[config.mk]
export PLATFORM = sky130hd
export DESIGN_NAME = lfu_variable_block_cache_directory
export DESIGN_NICKNAME = d
export VERILOG_FILES = /design/src/rtl/lfu_pkg.sv /design/src/rtl/lfu_datapath.sv /design/src/rtl/lfu_ctrl.sv /design/src/rtl/lfu_variable_block_cache_directory.sv
export SDC_FILE = /design/constraint.sdc
export NUM_CORES = 2
export LEC_CHECK = 0
export BUFFER_PORTS_ARGS = -buffer_cell sky130_fd_sc_hd__buf_2
export CAP_MARGIN = 25
export CORE_MARGIN = 2
export CORE_UTILIZATION = 55
export CTS_CLUSTER_DIAMETER = 60
export CTS_CLUSTER_SIZE = 8
export DETAILED_ROUTE_END_ITERATION = 10
export PLACE_DENSITY = 0.71
export SETUP_SLACK_MARGIN = 0.5
export SLEW_MARGIN = 40
export SYNTH_ARGS = -nofsm -noshare
export SYNTH_HDL_FRONTEND = slang
export SYNTH_SLANG_ARGS = --single-unit
export TNS_END_PERCENT = 1
[constraint.sdc]
create_clock -name clk -period 13.06 [get_ports clk]
set_input_delay 2.612 -clock clk [delete_from_list [all_inputs] [get_ports clk]]
set_output_delay 2.612 -clock clk [all_outputs]
set_load 0.05 [all_outputs]
[src/rtl/lfu_pkg.sv]
// Package for the LFU variable-block cache directory.
// Holds commands, controller states, command/status structs and defaults.
// No dependencies.
package lfu_pkg;

    localparam int unsigned DefSlots    = 16;
    localparam int unsigned AddrW       = 32;
    localparam int unsigned LenW        = 25;
    localparam int unsigned CountW      = 32;
    localparam int unsigned StampW      = 32;
    localparam int unsigned OffW        = 24;
    localparam int unsigned SlotOutW    = 4;
    localparam int unsigned RemW        = 5;
    localparam logic [LenW-1:0] DefCapacity = 25'd65536;

    typedef enum logic [2:0] {
        CMD_INSERT     = 3'd0,
        CMD_LOOKUP     = 3'd1,
        CMD_READ       = 3'd2,
        CMD_WRITE      = 3'd3,
        CMD_INVALIDATE = 3'd4
    } cmd_t;

    typedef enum logic [2:0] {
        ST_IDLE,
        ST_SCAN,
        ST_EVICT,
        ST_PLACE,
        ST_DONE
    } state_t;

    // scan kinds run by the datapath
    typedef enum logic [1:0] {
        SCAN_FIND,
        SCAN_LRU,
        SCAN_INVAL
    } scan_t;

    typedef struct packed {
        logic  load;       // capture input transaction
        logic  scan_start; // reset scan pointer and best
        logic  scan_step;  // examine one slot
        scan_t scan_kind;
        logic  evict;      // drop best slot
        logic  place;      // write new block
        logic  access;     // apply hit update
        logic  reject;     // mark rejected insert
        logic  out_load;   // move result to output register
    } dp_cmd_t;

    typedef struct packed {
        logic       scan_last;  // current slot is the last one
        logic       fits;       // len <= available and a slot is free
        logic       too_big;    // len > capacity
        logic       best_found; // scan found a slot
        logic [2:0] cmd;
    } dp_stat_t;

endpackage

[src/rtl/lfu_datapath.sv]
// Datapath of the LFU cache directory: slot storage, one-slot-per-cycle scan unit,
// eviction, placement and output register. Uses lfu_pkg.
module lfu_datapath
    import lfu_pkg::*;
#(
    parameter int unsigned SLOTS = DefSlots
) (
    input  logic                clk,
    input  logic                rst_n,
    input  logic                cfg_we,
    input  logic [LenW-1:0]     cfg_data,
    input  logic [2:0]          in_cmd,
    input  logic [AddrW-1:0]    in_address,
    input  logic [LenW-1:0]     in_length,
    input  dp_cmd_t             dcmd,
    output dp_stat_t            dstat,
    output logic                hit,
    output logic [SlotOutW-1:0] slot,
    output logic [OffW-1:0]     offset,
    output logic                status,
    output logic [RemW-1:0]     removed_count,
    output logic [LenW-1:0]     free_bytes
);

    localparam int unsigned SW = (SLOTS > 1) ? $clog2(SLOTS) : 1;

    // slot storage
    logic [SLOTS-1:0]  valid_reg;
    logic [AddrW-1:0]  base_reg  [SLOTS];
    logic [LenW-1:0]   len_reg   [SLOTS];
    logic [CountW-1:0] use_reg   [SLOTS];
    logic [SLOTS-1:0]  dirty_reg;
    logic [StampW-1:0] stamp_reg [SLOTS];

    logic [StampW-1:0] next_stamp_reg;
    logic [LenW-1:0]   cap_reg;
    logic [LenW-1:0]   avail_reg;

    // captured transaction
    logic [2:0]        cmd_reg;
    logic [AddrW-1:0]  addr_reg;
    logic [LenW-1:0]   length_reg;

    // scan state
    logic [SW-1:0]     ptr_reg;
    logic              found_reg;
    logic [SW-1:0]     best_reg;
    logic [CountW-1:0] best_use_reg;
    logic [StampW-1:0] best_age_reg;
    logic [RemW-1:0]   rem_reg;
    logic              rej_reg;
    logic              hit_reg;
    logic [SW-1:0]     res_slot_reg;

    // current-slot compare logic
    logic [StampW-1:0] cur_age;
    logic [AddrW:0]    cur_end;
    logic [AddrW:0]    rng_end;
    logic              cur_holds;
    logic              cur_overlap;
    logic              cur_better_lru;
    logic              free_any;
    logic [SW-1:0]     free_idx;

    // result as seen by the output register (access lands in the same cycle)
    logic              hit_now;
    logic [SW-1:0]     slot_now;

    assign cur_age  = next_stamp_reg - stamp_reg[ptr_reg];
    assign cur_end  = {1'b0, base_reg[ptr_reg]} + {{(AddrW+1-LenW){1'b0}}, len_reg[ptr_reg]};
    assign rng_end  = {1'b0, addr_reg} + {{(AddrW+1-LenW){1'b0}}, length_reg};
    assign cur_holds = valid_reg[ptr_reg] && (addr_reg >= base_reg[ptr_reg])
                       && ({1'b0, addr_reg} < cur_end);
    assign cur_overlap = valid_reg[ptr_reg] && (length_reg != '0)
                         && (len_reg[ptr_reg] != '0)
                         && ({1'b0, base_reg[ptr_reg]} < rng_end)
                         && ({1'b0, addr_reg} < cur_end);
    assign cur_better_lru = !found_reg || (use_reg[ptr_reg] < best_use_reg)
                            || ((use_reg[ptr_reg] == best_use_reg) && (cur_age > best_age_reg));

    assign hit_now  = hit_reg || dcmd.access;
    assign slot_now = dcmd.access ? best_reg : res_slot_reg;

    // lowest free slot (priority encode over valid bits)
    always_comb
    begin
        free_any = 1'b0;
        free_idx = '0;
        for (int i = SLOTS - 1; i >= 0; i--)
        begin
            if (!valid_reg[i])
            begin
                free_any = 1'b1;
                free_idx = SW'(i);
            end
        end
    end

    assign dstat.scan_last  = (ptr_reg == SW'(SLOTS - 1));
    assign dstat.fits       = free_any && (length_reg <= avail_reg);
    assign dstat.too_big    = (length_reg > cap_reg);
    assign dstat.best_found = found_reg;
    assign dstat.cmd        = cmd_reg;

    // control registers
    always_ff @(posedge clk or negedge rst_n)
    begin
        if (!rst_n)
        begin
            valid_reg      <= '0;
            next_stamp_reg <= '0;
            cap_reg        <= DefCapacity;
            avail_reg      <= DefCapacity;
            ptr_reg        <= '0;
            found_reg      <= 1'b0;
            rem_reg        <= '0;
            rej_reg        <= 1'b0;
            hit_reg        <= 1'b0;
        end
        else if (cfg_we)
        begin
            valid_reg      <= '0;
            next_stamp_reg <= '0;
            cap_reg        <= cfg_data;
            avail_reg      <= cfg_data;
        end
        else
        begin
            if (dcmd.load)
            begin
                rem_reg <= '0;
                rej_reg <= 1'b0;
                hit_reg <= 1'b0;
            end
            if (dcmd.scan_start)
            begin
                ptr_reg   <= '0;
                found_reg <= 1'b0;
            end
            if (dcmd.scan_step)
            begin
                ptr_reg <= ptr_reg + SW'(1);
                case (dcmd.scan_kind)
                    SCAN_FIND:
                    begin
                        if (cur_holds && (!found_reg || cur_age > best_age_reg))
                            found_reg <= 1'b1;
                    end
                    SCAN_LRU:
                    begin
                        if (valid_reg[ptr_reg] && cur_better_lru)
                            found_reg <= 1'b1;
                    end
                    SCAN_INVAL:
                    begin
                        if (cur_overlap)
                        begin
                            valid_reg[ptr_reg] <= 1'b0;
                            avail_reg <= avail_reg + len_reg[ptr_reg];
                            rem_reg   <= rem_reg + RemW'(1);
                        end
                    end
                    default: ;
                endcase
            end
            if (dcmd.evict)
            begin
                valid_reg[best_reg] <= 1'b0;
                avail_reg <= avail_reg + len_reg[best_reg];
                rem_reg   <= rem_reg + RemW'(1);
            end
            if (dcmd.place)
            begin
                valid_reg[free_idx] <= 1'b1;
                next_stamp_reg <= next_stamp_reg + StampW'(1);
                avail_reg <= avail_reg - length_reg;
            end
            if (dcmd.access)
                hit_reg <= 1'b1;
            if (dcmd.reject)
                rej_reg <= 1'b1;
        end
    end

    // payload registers
    always_ff @(posedge clk)
    begin
        if (dcmd.load)
        begin
            cmd_reg      <= in_cmd;
            addr_reg     <= in_address;
            length_reg   <= in_length;
            res_slot_reg <= '0;
        end
        if (dcmd.scan_step)
        begin
            if (((dcmd.scan_kind == SCAN_FIND) && cur_holds
                 && (!found_reg || cur_age > best_age_reg))
                || ((dcmd.scan_kind == SCAN_LRU) && valid_reg[ptr_reg] && cur_better_lru))
            begin
                best_reg     <= ptr_reg;
                best_use_reg <= use_reg[ptr_reg];
                best_age_reg <= cur_age;
            end
        end
        if (dcmd.place)
        begin
            base_reg[free_idx]  <= addr_reg;
            len_reg[free_idx]   <= length_reg;
            use_reg[free_idx]   <= '0;
            dirty_reg[free_idx] <= 1'b0;
            stamp_reg[free_idx] <= next_stamp_reg;
            res_slot_reg        <= free_idx;
        end
        if (dcmd.access)
        begin
            res_slot_reg <= best_reg;
            if ((cmd_reg == CMD_READ || cmd_reg == CMD_WRITE) && (use_reg[best_reg] != '1))
                use_reg[best_reg] <= use_reg[best_reg] + CountW'(1);
            if (cmd_reg == CMD_WRITE)
                dirty_reg[best_reg] <= 1'b1;
        end
    end

    // output register
    always_ff @(posedge clk)
    begin
        if (dcmd.out_load)
        begin
            hit           <= hit_now;
            slot          <= SlotOutW'(slot_now);
            offset        <= hit_now ? OffW'(addr_reg - base_reg[slot_now]) : '0;
            status        <= rej_reg;
            removed_count <= rem_reg;
            free_bytes    <= avail_reg;
        end
    end

endmodule

[src/rtl/lfu_ctrl.sv]
// Controller FSM of the LFU cache directory: sequences scans, evictions,
// placement and the output handshake. Uses lfu_pkg.
module lfu_ctrl
    import lfu_pkg::*;
(
    input  logic     clk,
    input  logic     rst_n,
    input  logic     in_valid,
    output logic     in_stall,
    output logic     out_valid,
    input  logic     out_stall,
    input  dp_stat_t dstat,
    output dp_cmd_t  dcmd
);

    state_t state_reg, state_next;
    logic   out_valid_reg, out_valid_next;
    logic   out_free;

    // output register may be refilled when empty or being taken
    assign out_free  = !out_valid_reg || !out_stall;
    assign in_stall  = (state_reg != ST_IDLE);
    assign out_valid = out_valid_reg;

    // next state
    always_comb
    begin
        state_next = state_reg;
        case (state_reg)
            ST_IDLE:
                if (in_valid) state_next = ST_SCAN;
            ST_SCAN:
            begin
                case (dstat.cmd)
                    CMD_INSERT:
                        if (dstat.too_big || dstat.fits) state_next = ST_DONE;
                        else if (dstat.scan_last) state_next = ST_EVICT;
                    CMD_LOOKUP, CMD_READ, CMD_WRITE, CMD_INVALIDATE:
                        if (dstat.scan_last) state_next = ST_DONE;
                    default:
                        state_next = ST_DONE;
                endcase
            end
            ST_EVICT:
                state_next = ST_SCAN;
            ST_DONE:
                if (out_free) state_next = ST_IDLE;
            default:
                state_next = ST_IDLE;
        endcase
    end

    // outputs
    always_comb
    begin
        dcmd           = '0;
        dcmd.scan_kind = SCAN_FIND;
        out_valid_next = out_valid_reg && out_stall;
        case (state_reg)
            ST_IDLE:
            begin
                if (in_valid)
                begin
                    dcmd.load       = 1'b1;
                    dcmd.scan_start = 1'b1;
                end
            end
            ST_SCAN:
            begin
                case (dstat.cmd)
                    CMD_INSERT:
                    begin
                        dcmd.scan_kind = SCAN_LRU;
                        if (dstat.too_big)
                            dcmd.reject = 1'b1;
                        else if (dstat.fits)
                            dcmd.place = 1'b1;
                        else
                            dcmd.scan_step = 1'b1;
                    end
                    CMD_LOOKUP, CMD_READ, CMD_WRITE:
                    begin
                        dcmd.scan_kind = SCAN_FIND;
                        dcmd.scan_step = 1'b1;
                    end
                    CMD_INVALIDATE:
                    begin
                        dcmd.scan_kind = SCAN_INVAL;
                        dcmd.scan_step = 1'b1;
                    end
                    default: ;
                endcase
            end
            ST_EVICT:
            begin
                dcmd.scan_start = 1'b1;
                dcmd.evict      = dstat.best_found;
            end
            ST_DONE:
            begin
                if ((dstat.cmd == CMD_LOOKUP || dstat.cmd == CMD_READ
                     || dstat.cmd == CMD_WRITE) && dstat.best_found && out_free)
                    dcmd.access = 1'b1;
                if (out_free)
                begin
                    dcmd.out_load  = 1'b1;
                    out_valid_next = 1'b1;
                end
            end
            default: ;
        endcase
    end

    always_ff @(posedge clk or negedge rst_n)
    begin
        if (!rst_n)
        begin
            state_reg     <= ST_IDLE;
            out_valid_reg <= 1'b0;
        end
        else
        begin
            state_reg     <= state_next;
            out_valid_reg <= out_valid_next;
        end
    end

endmodule

[src/rtl/lfu_variable_block_cache_directory.sv]
// Top level of the LFU variable-block cache directory.
// Joins lfu_ctrl and lfu_datapath; uses lfu_pkg.
//
// channel  | handshake           | payload
// cfg      | cfg_we              | cfg_data
// in       | in_valid / in_stall | cmd, address, length
// out      | out_valid/out_stall | hit, slot, offset, status, removed_count, free_bytes
//
// Operation: the scan unit examines one slot a cycle. Lookup, read, write and
// invalidate scan every slot and move their result to the output register once
// it is free. An insert that fits is placed at once; otherwise a full scan picks
// the least-used block (oldest on a tie) for eviction before a new scan. One
// transaction is in work at a time; the output register lets the next one
// start while a result waits. Reset or a capacity write empties the directory at once.
module lfu_variable_block_cache_directory
    import lfu_pkg::*;
#(
    parameter int unsigned SLOTS = DefSlots
) (
    input  logic                clk,
    input  logic                rst_n,
    input  logic                cfg_we,
    input  logic [LenW-1:0]     cfg_data,
    input  logic                in_valid,
    output logic                in_stall,
    input  logic [2:0]          cmd,
    input  logic [AddrW-1:0]    address,
    input  logic [LenW-1:0]     length,
    output logic                out_valid,
    input  logic                out_stall,
    output logic                hit,
    output logic [SlotOutW-1:0] slot,
    output logic [OffW-1:0]     offset,
    output logic                status,
    output logic [RemW-1:0]     removed_count,
    output logic [LenW-1:0]     free_bytes
);

    dp_cmd_t  dcmd;
    dp_stat_t dstat;

    lfu_ctrl u_ctrl (
        .clk       (clk),
        .rst_n     (rst_n),
        .in_valid  (in_valid),
        .in_stall  (in_stall),
        .out_valid (out_valid),
        .out_stall (out_stall),
        .dstat     (dstat),
        .dcmd      (dcmd)
    );

    lfu_datapath #(.SLOTS(SLOTS)) u_dp (
        .clk           (clk),
        .rst_n         (rst_n),
        .cfg_we        (cfg_we),
        .cfg_data      (cfg_data),
        .in_cmd        (cmd),
        .in_address    (address),
        .in_length     (length),
        .dcmd          (dcmd),
        .dstat         (dstat),
        .hit           (hit),
        .slot          (slot),
        .offset        (offset),
        .status        (status),
        .removed_count (removed_count),
        .free_bytes    (free_bytes)
    );

endmodule

After elaboration in Yosys (flattened, before gate mapping):

Memories as Yosys holds them, arrays and structs flattened. A register that Yosys moved wholly into a read port is not among the register bits.
Index checks and enable logic that the tools add are counted.

* register bits after elaboration: 306
* latch bits: 0
* bits in writable memories: 1936
* bits in read-only memories: 0
* input bits: 90
* output and inout port bits: 62
* word-level logic and storage cells: 244
* memories kept: 4

* add/sub/neg operators: 11
* multipliers: 0
* divide/modulo/power cells: 0
* order comparisons: 13
* equal/unequal tests: 16
* shift operators: 0
* muxes and demuxes: 113
* bitwise gates (word level): 6
* reduce and logical (&&, ||, !) cells: 57

Memories
* u_dp.base_reg: words 16, width 32, read ports 2, clocked after Yosys merged registers in 0, write ports 1, RTL line lfu_datapath.sv:29 `logic [AddrW-1:0] base_reg [SLOTS];`
* u_dp.stamp_reg: words 16, width 32, read ports 1, clocked after Yosys merged registers in 0, write ports 1, RTL line lfu_datapath.sv:33 `logic [StampW-1:0] stamp_reg [SLOTS];`
* u_dp.use_reg: words 16, width 32, read ports 2, clocked after Yosys merged registers in 1, write ports 1, RTL line lfu_datapath.sv:31 `logic [CountW-1:0] use_reg [SLOTS];`
* u_dp.len_reg: words 16, width 25, read ports 2, clocked after Yosys merged registers in 1, write ports 1, RTL line lfu_datapath.sv:30 `logic [LenW-1:0] len_reg [SLOTS];`

Operators with widths (count)
* 25-bit 2-to-1 mux: 6
* 16-bit 2-to-1 mux: 8
* 4-bit 2-to-1 mux: 25
* 32-bit 2-to-1 mux: 3
* 32-bit by 25-bit adder with 33-bit output: 2
* 32-bit by 33-bit < comparator with 1-bit output: 2
* 32-bit by 1-bit adder with 32-bit output (second input constant): 2
* 25-bit adder: 2
* 1-bit 2-to-1 mux: 50
* 25-bit nonzero test: 2
* 16-bit AND: 2
* 32-bit equality test: 1
* 32-bit greater-or-equal comparator: 1
* 32-bit > comparator: 1
* 32-bit < comparator: 1
* 32-bit inequality test (second input constant): 1
* 16-bit NOT: 2
* 32-bit OR reduction: 1
* 32-bit subtractor: 1
* 25-bit > comparator: 1
* 25-bit <= comparator: 1
* 5-bit 2-to-1 mux: 5
* 25-bit subtractor: 1
* 24-bit subtractor: 1
* other kinds (37): 94

Longest topological paths before layout:

* word-level depth: 31
* mapped depth: 34
* mapped depth without buffers: 27

Modules after synthesis:

A second synthesis with hierarchy kept.

* cells, all modules: 6725
* area, all modules: 109666.4 um^2

Modules (own cells, without submodules)
* lfu_datapath: times used 1, cells an instance 6688, area each 109359.9 um^2, seq. area each 66736.5 um^2
* lfu_ctrl: times used 1, cells an instance 37, area each 306.5 um^2, seq. area each 100.1 um^2

Least setup slack after synthesis:

OpenSTA, ideal clock, no wires.

* path type: reg2reg
* start point: register u_dp.ptr_reg[0]
* end point: register with a tool-made name
* library setup time: 0.076 ns
* arrival: 11.809 ns
* data required time: 12.984 ns
* slack: 1.176 ns
* stages on the path, launching flop included: 33
* buffers on the path: 7
* clock period less this slack: 11.884 ns
* cells stage by stage: dfrtp_1 buf_6 buf_6 buf_4 buf_4 buf_2 clkbuf_1 clkbuf_1 mux4_2 mux4_2 inv_1 ha_1 and3_1 and3_1 a2111oi_0 a211oi_1 o41a_1 a221o_1 a2111oi_0 o21bai_1 a21oi_1 xnor2_1 ha_1 nand4_1 nor2_1 nand2_1 a2111oi_0 or4_1 a21oi_1 or3_1 a31o_2 a21oi_1 mux2_2

RTL lines
* start: declaration: RTL line lfu_datapath.sv:45 `logic [SW-1:0] ptr_reg;`
* start signal: assignment: RTL line lfu_datapath.sv:142 `ptr_reg <= ptr_reg + SW'(1);`

==> qor.csv <==
stage;metric;value;unit
status;status;completed;
synth;post-synth-top-count-cell;edfxtp_1;
route;wire_per_inst;31.3;um
layout;nNetsFinal;7010;
synth;ys_seq_area_share;61.9;%
power;p_leak;42.5;nW
place;finalWeightedCongestion;0.918;
place;placedInstanceArea;112000;um2
clock_network;clock_sinks;2246;
route;via_per_inst;6.79;
synth;synth-simple-area-share;4.31;%
setup_path;required;13.87;ns
sta;fin_hold_ws;0.480;ns
layout;fin_cells;9331;
worst_hold_path;hold_class;flop to flop;
clock_network;cts_buffers;336;
setup_path;max_stage_delay;0.77;ns
global_route;track_usage;29.3;%
power;powerDensity;189;nW/um2
route;dr_wl_met3;24600;um
clock_network;cts_resized;0;
route;wl_met2;144000;um
sta;rsz0062_at_grt;no;
route;first_pass_iters;5;
synth;synth_xor_area_share;1.57;%
setup_path;crit_buf_inv;5;
power;max-vdd-ir-drop;0.153;mV
place;numPortBuffers;151;
synth;synthesis.area;108000;um2
floorplan;start_util;55.4;%
synth;synth_cells;6215;
layout;drive_gt1_share;26.9;%
synth;synth_top_family_by_area;multiplexers;
sta;clock_skew;0.0827;ns
clock_network;cts_root_buf;clkbuf_16;
floorplan;die_width;447;um
setup_path;crit_fanout;58;
clock_network;cts.clk_slew.worst_paths;0.05;ns
clock_network;cts_setup_buffers;0;
sta;setup-violations-final;0;
sta;period_minus_slack;9.55;ns
setup_path;arrival;10.36;ns
clock_network;htreeDepth;5;
synth;synth-compound-area-share;5.25;%
floorplan;chipHeight;447;um
synth;synth-edff-count;2128;
setup_path;critPathLaunchType;flop;
synth;synthAdderAreaFrac;4.09;%
layout;fill_cells;13700;
global_route;antenna_found_initial;5;
global_route;grt_pass1_vias;64100;
layout;area_delta_synth_final;12.8;%
route;wl_met1;113000;um
clock_network;clk_latency;0.95;ns
place;dp_cells;8849;
route;top_layer_used;met5;
setup_path;crit_family;compound AO/OA/AOI/OAI gates;
synth;synthArstFlopShare;5.08;%
sta;finalCritPeriodShare;73.1;%
route;drc;0;
sta;layout_setup_ws;3.51;ns
global_route;grt_pass1_wl;428000;um
floorplan;rows;162;
synth;synthMuxAreaShare;20.7;%
floorplan;die_area;200000;um2
sta;fmax;105;MHz
synth;yosysTopAreaCellShare;59.2;%
synth;ys.flop_type;edfxtp_1;
sta;worst_pin_slew;0.916;ns
global_route;grt_max_degree;112;
sta;slew_headroom;38.3;%
route;drt_iter0_drc;7685;
clock_network;hold_buffers;0;
setup_path;cp-end-kind;flop;
setup_path;crit_path_frequent_cell;buf_4;
run;drv_cap;0;
synth;netlist_top_cells_count;2128 x edfxtp_1, 949 x mux4_2, 343 x ha_1, 312 x nand2_1, 258 x inv_1;
synth;synth_area_per_cell;17.4;um2
floorplan;pin_count;152;
setup_path;worstSetupPathType;flop to flop;
synth;yosys.area.top_type;edfxtp_1;
synth;synth_nets;6654;
place;pre_cts_slack;3.35;ns
synth;synth_seq_cells;2246;
route;drtAntennaViolNets;0;
sta;finalMaxSlewViolations;0;
route;num_vias;63300;
setup_path;slowest_stage;dfrtp_4;
clock_network;clockBufferDepth;4;
global_route;grt_overflow;0;
sta;hold_viol_final;0;
sta;tns;0;ns
layout;stdcell_area;122000;um2
clock_network;cts_tree;yes;
synth;ys_types;96;
synth;ys_top_cells_by_area;edfxtp_1 59%, mux4_2 20%, ha_1 4.0%;
route;wl;292000;um
floorplan;core-area;195000;um2
synth;yosysWarnings;0;
place;dp_hpwl;168000;um
==> layout make-up <==
class                           count  area, um2  share of cell area, %
Antenna cell                        3       7.51                0.00616
Clock inverter                     14        153                  0.125
Clock buffer                      457       9060                   7.44
Sequential cell                  2246      66900                   54.9
Inverter                          261       1070                  0.879
Multi-Input combinational cell   3409      39100                   32.1
Tap cell                         2624       3280                   2.70
Timing Repair Buffer              317       2270                   1.86
==> cell usage in the layout (no fill, tap or decap), types with 30 or more instances in the layout <==
master     instances
edfxtp_1        2128
mux4_2           949
ha_1             343
clkbuf_16        343
nand2_1          312
inv_1            242
o21ai_0          212
a21oi_1          182
nor2_1           168
buf_2            150
buf_4            125
clkbuf_1         109
dfrtp_1          108
xnor2_1          104
nand3_1           98
xor2_1            89
a21o_1            86
nor3_1            68
nand4_1           52
mux2i_1           48
nor2b_1           42
a22oi_1           41
o21a_1            38
o211ai_1          37
a211oi_1          35
nor2_2            34
nand2b_1          33
mux2_2            33
a31oi_1           30
==> routing by layer <==
metal,vias to the layer above,global-route usage (%)
met5,-,0
li1,26200,-
met2,3398,47.6
met4,2,10.3
met3,624,4.37
met1,33100,41.0
==> metrics by stage <==
stage	utilization [%]	power (mW)
6_report	62.5	23.1
5_1_grt	62.5	24.1
4_1_cts	62.3	23.1
3_5_place_dp	57.6	15.4
3_3_place_gp	57.5	15.2
2_1_floorplan	-	13.6
==> worst register-to-register path: cells and delay by family (launching register included) <==
family | cells | cell delay, ns
buffers and inverters | 5 | 2.36
multiplexers | 3 | 1.55
adder cells (fa/ha/maj) | 2 | 0.59
flip-flops | 1 | 0.77
AND/OR/NAND/NOR | 5 | 1.15
XOR/XNOR | 1 | 0.08
AO/OA/AOI/OAI | 11 | 2.92
==> report_power, final <==
group | switching, mW | internal (mW)
Combinational | 4.00 | 2.98
Sequential | 0.190 | 8.18
Clock | 2.95 | 4.77
==> cells by family after synthesis <==
| logic type | count (synthesis) |
|---|---|
| AO/OA/AOI/OAI | 867 |
| XOR/XNOR | 193 |
| adder cells (fa/ha/maj) | 349 |
| buffers and inverters | 560 |
| flip-flops | 2246 |
| multiplexers | 1036 |
| AND/OR/NAND/NOR | 964 |
==> path summary, 6_finish.rpt <==
kind | from | end | slack (ns) | cells past startpoint
max in group asynchronous | rst_n | u_dp.next_stamp_reg[31] | 10.30 | 2
min in group asynchronous | rst_n | u_dp.rem_reg[1] | 1.68 | 1
worst min register to register | u_dp.rem_reg[4] | u_dp.removed_count[4] | 0.48 | 0
worst min-delay path | u_dp.rem_reg[4] | u_dp.removed_count[4] | 0.48 | 0
worst max register to register | u_dp.ptr_reg[0] | flop | 3.51 | 27
worst max-delay path | u_dp.ptr_reg[0] | flop | 3.51 | 27
Note: power is estimated with default switching activity, not from simulation.
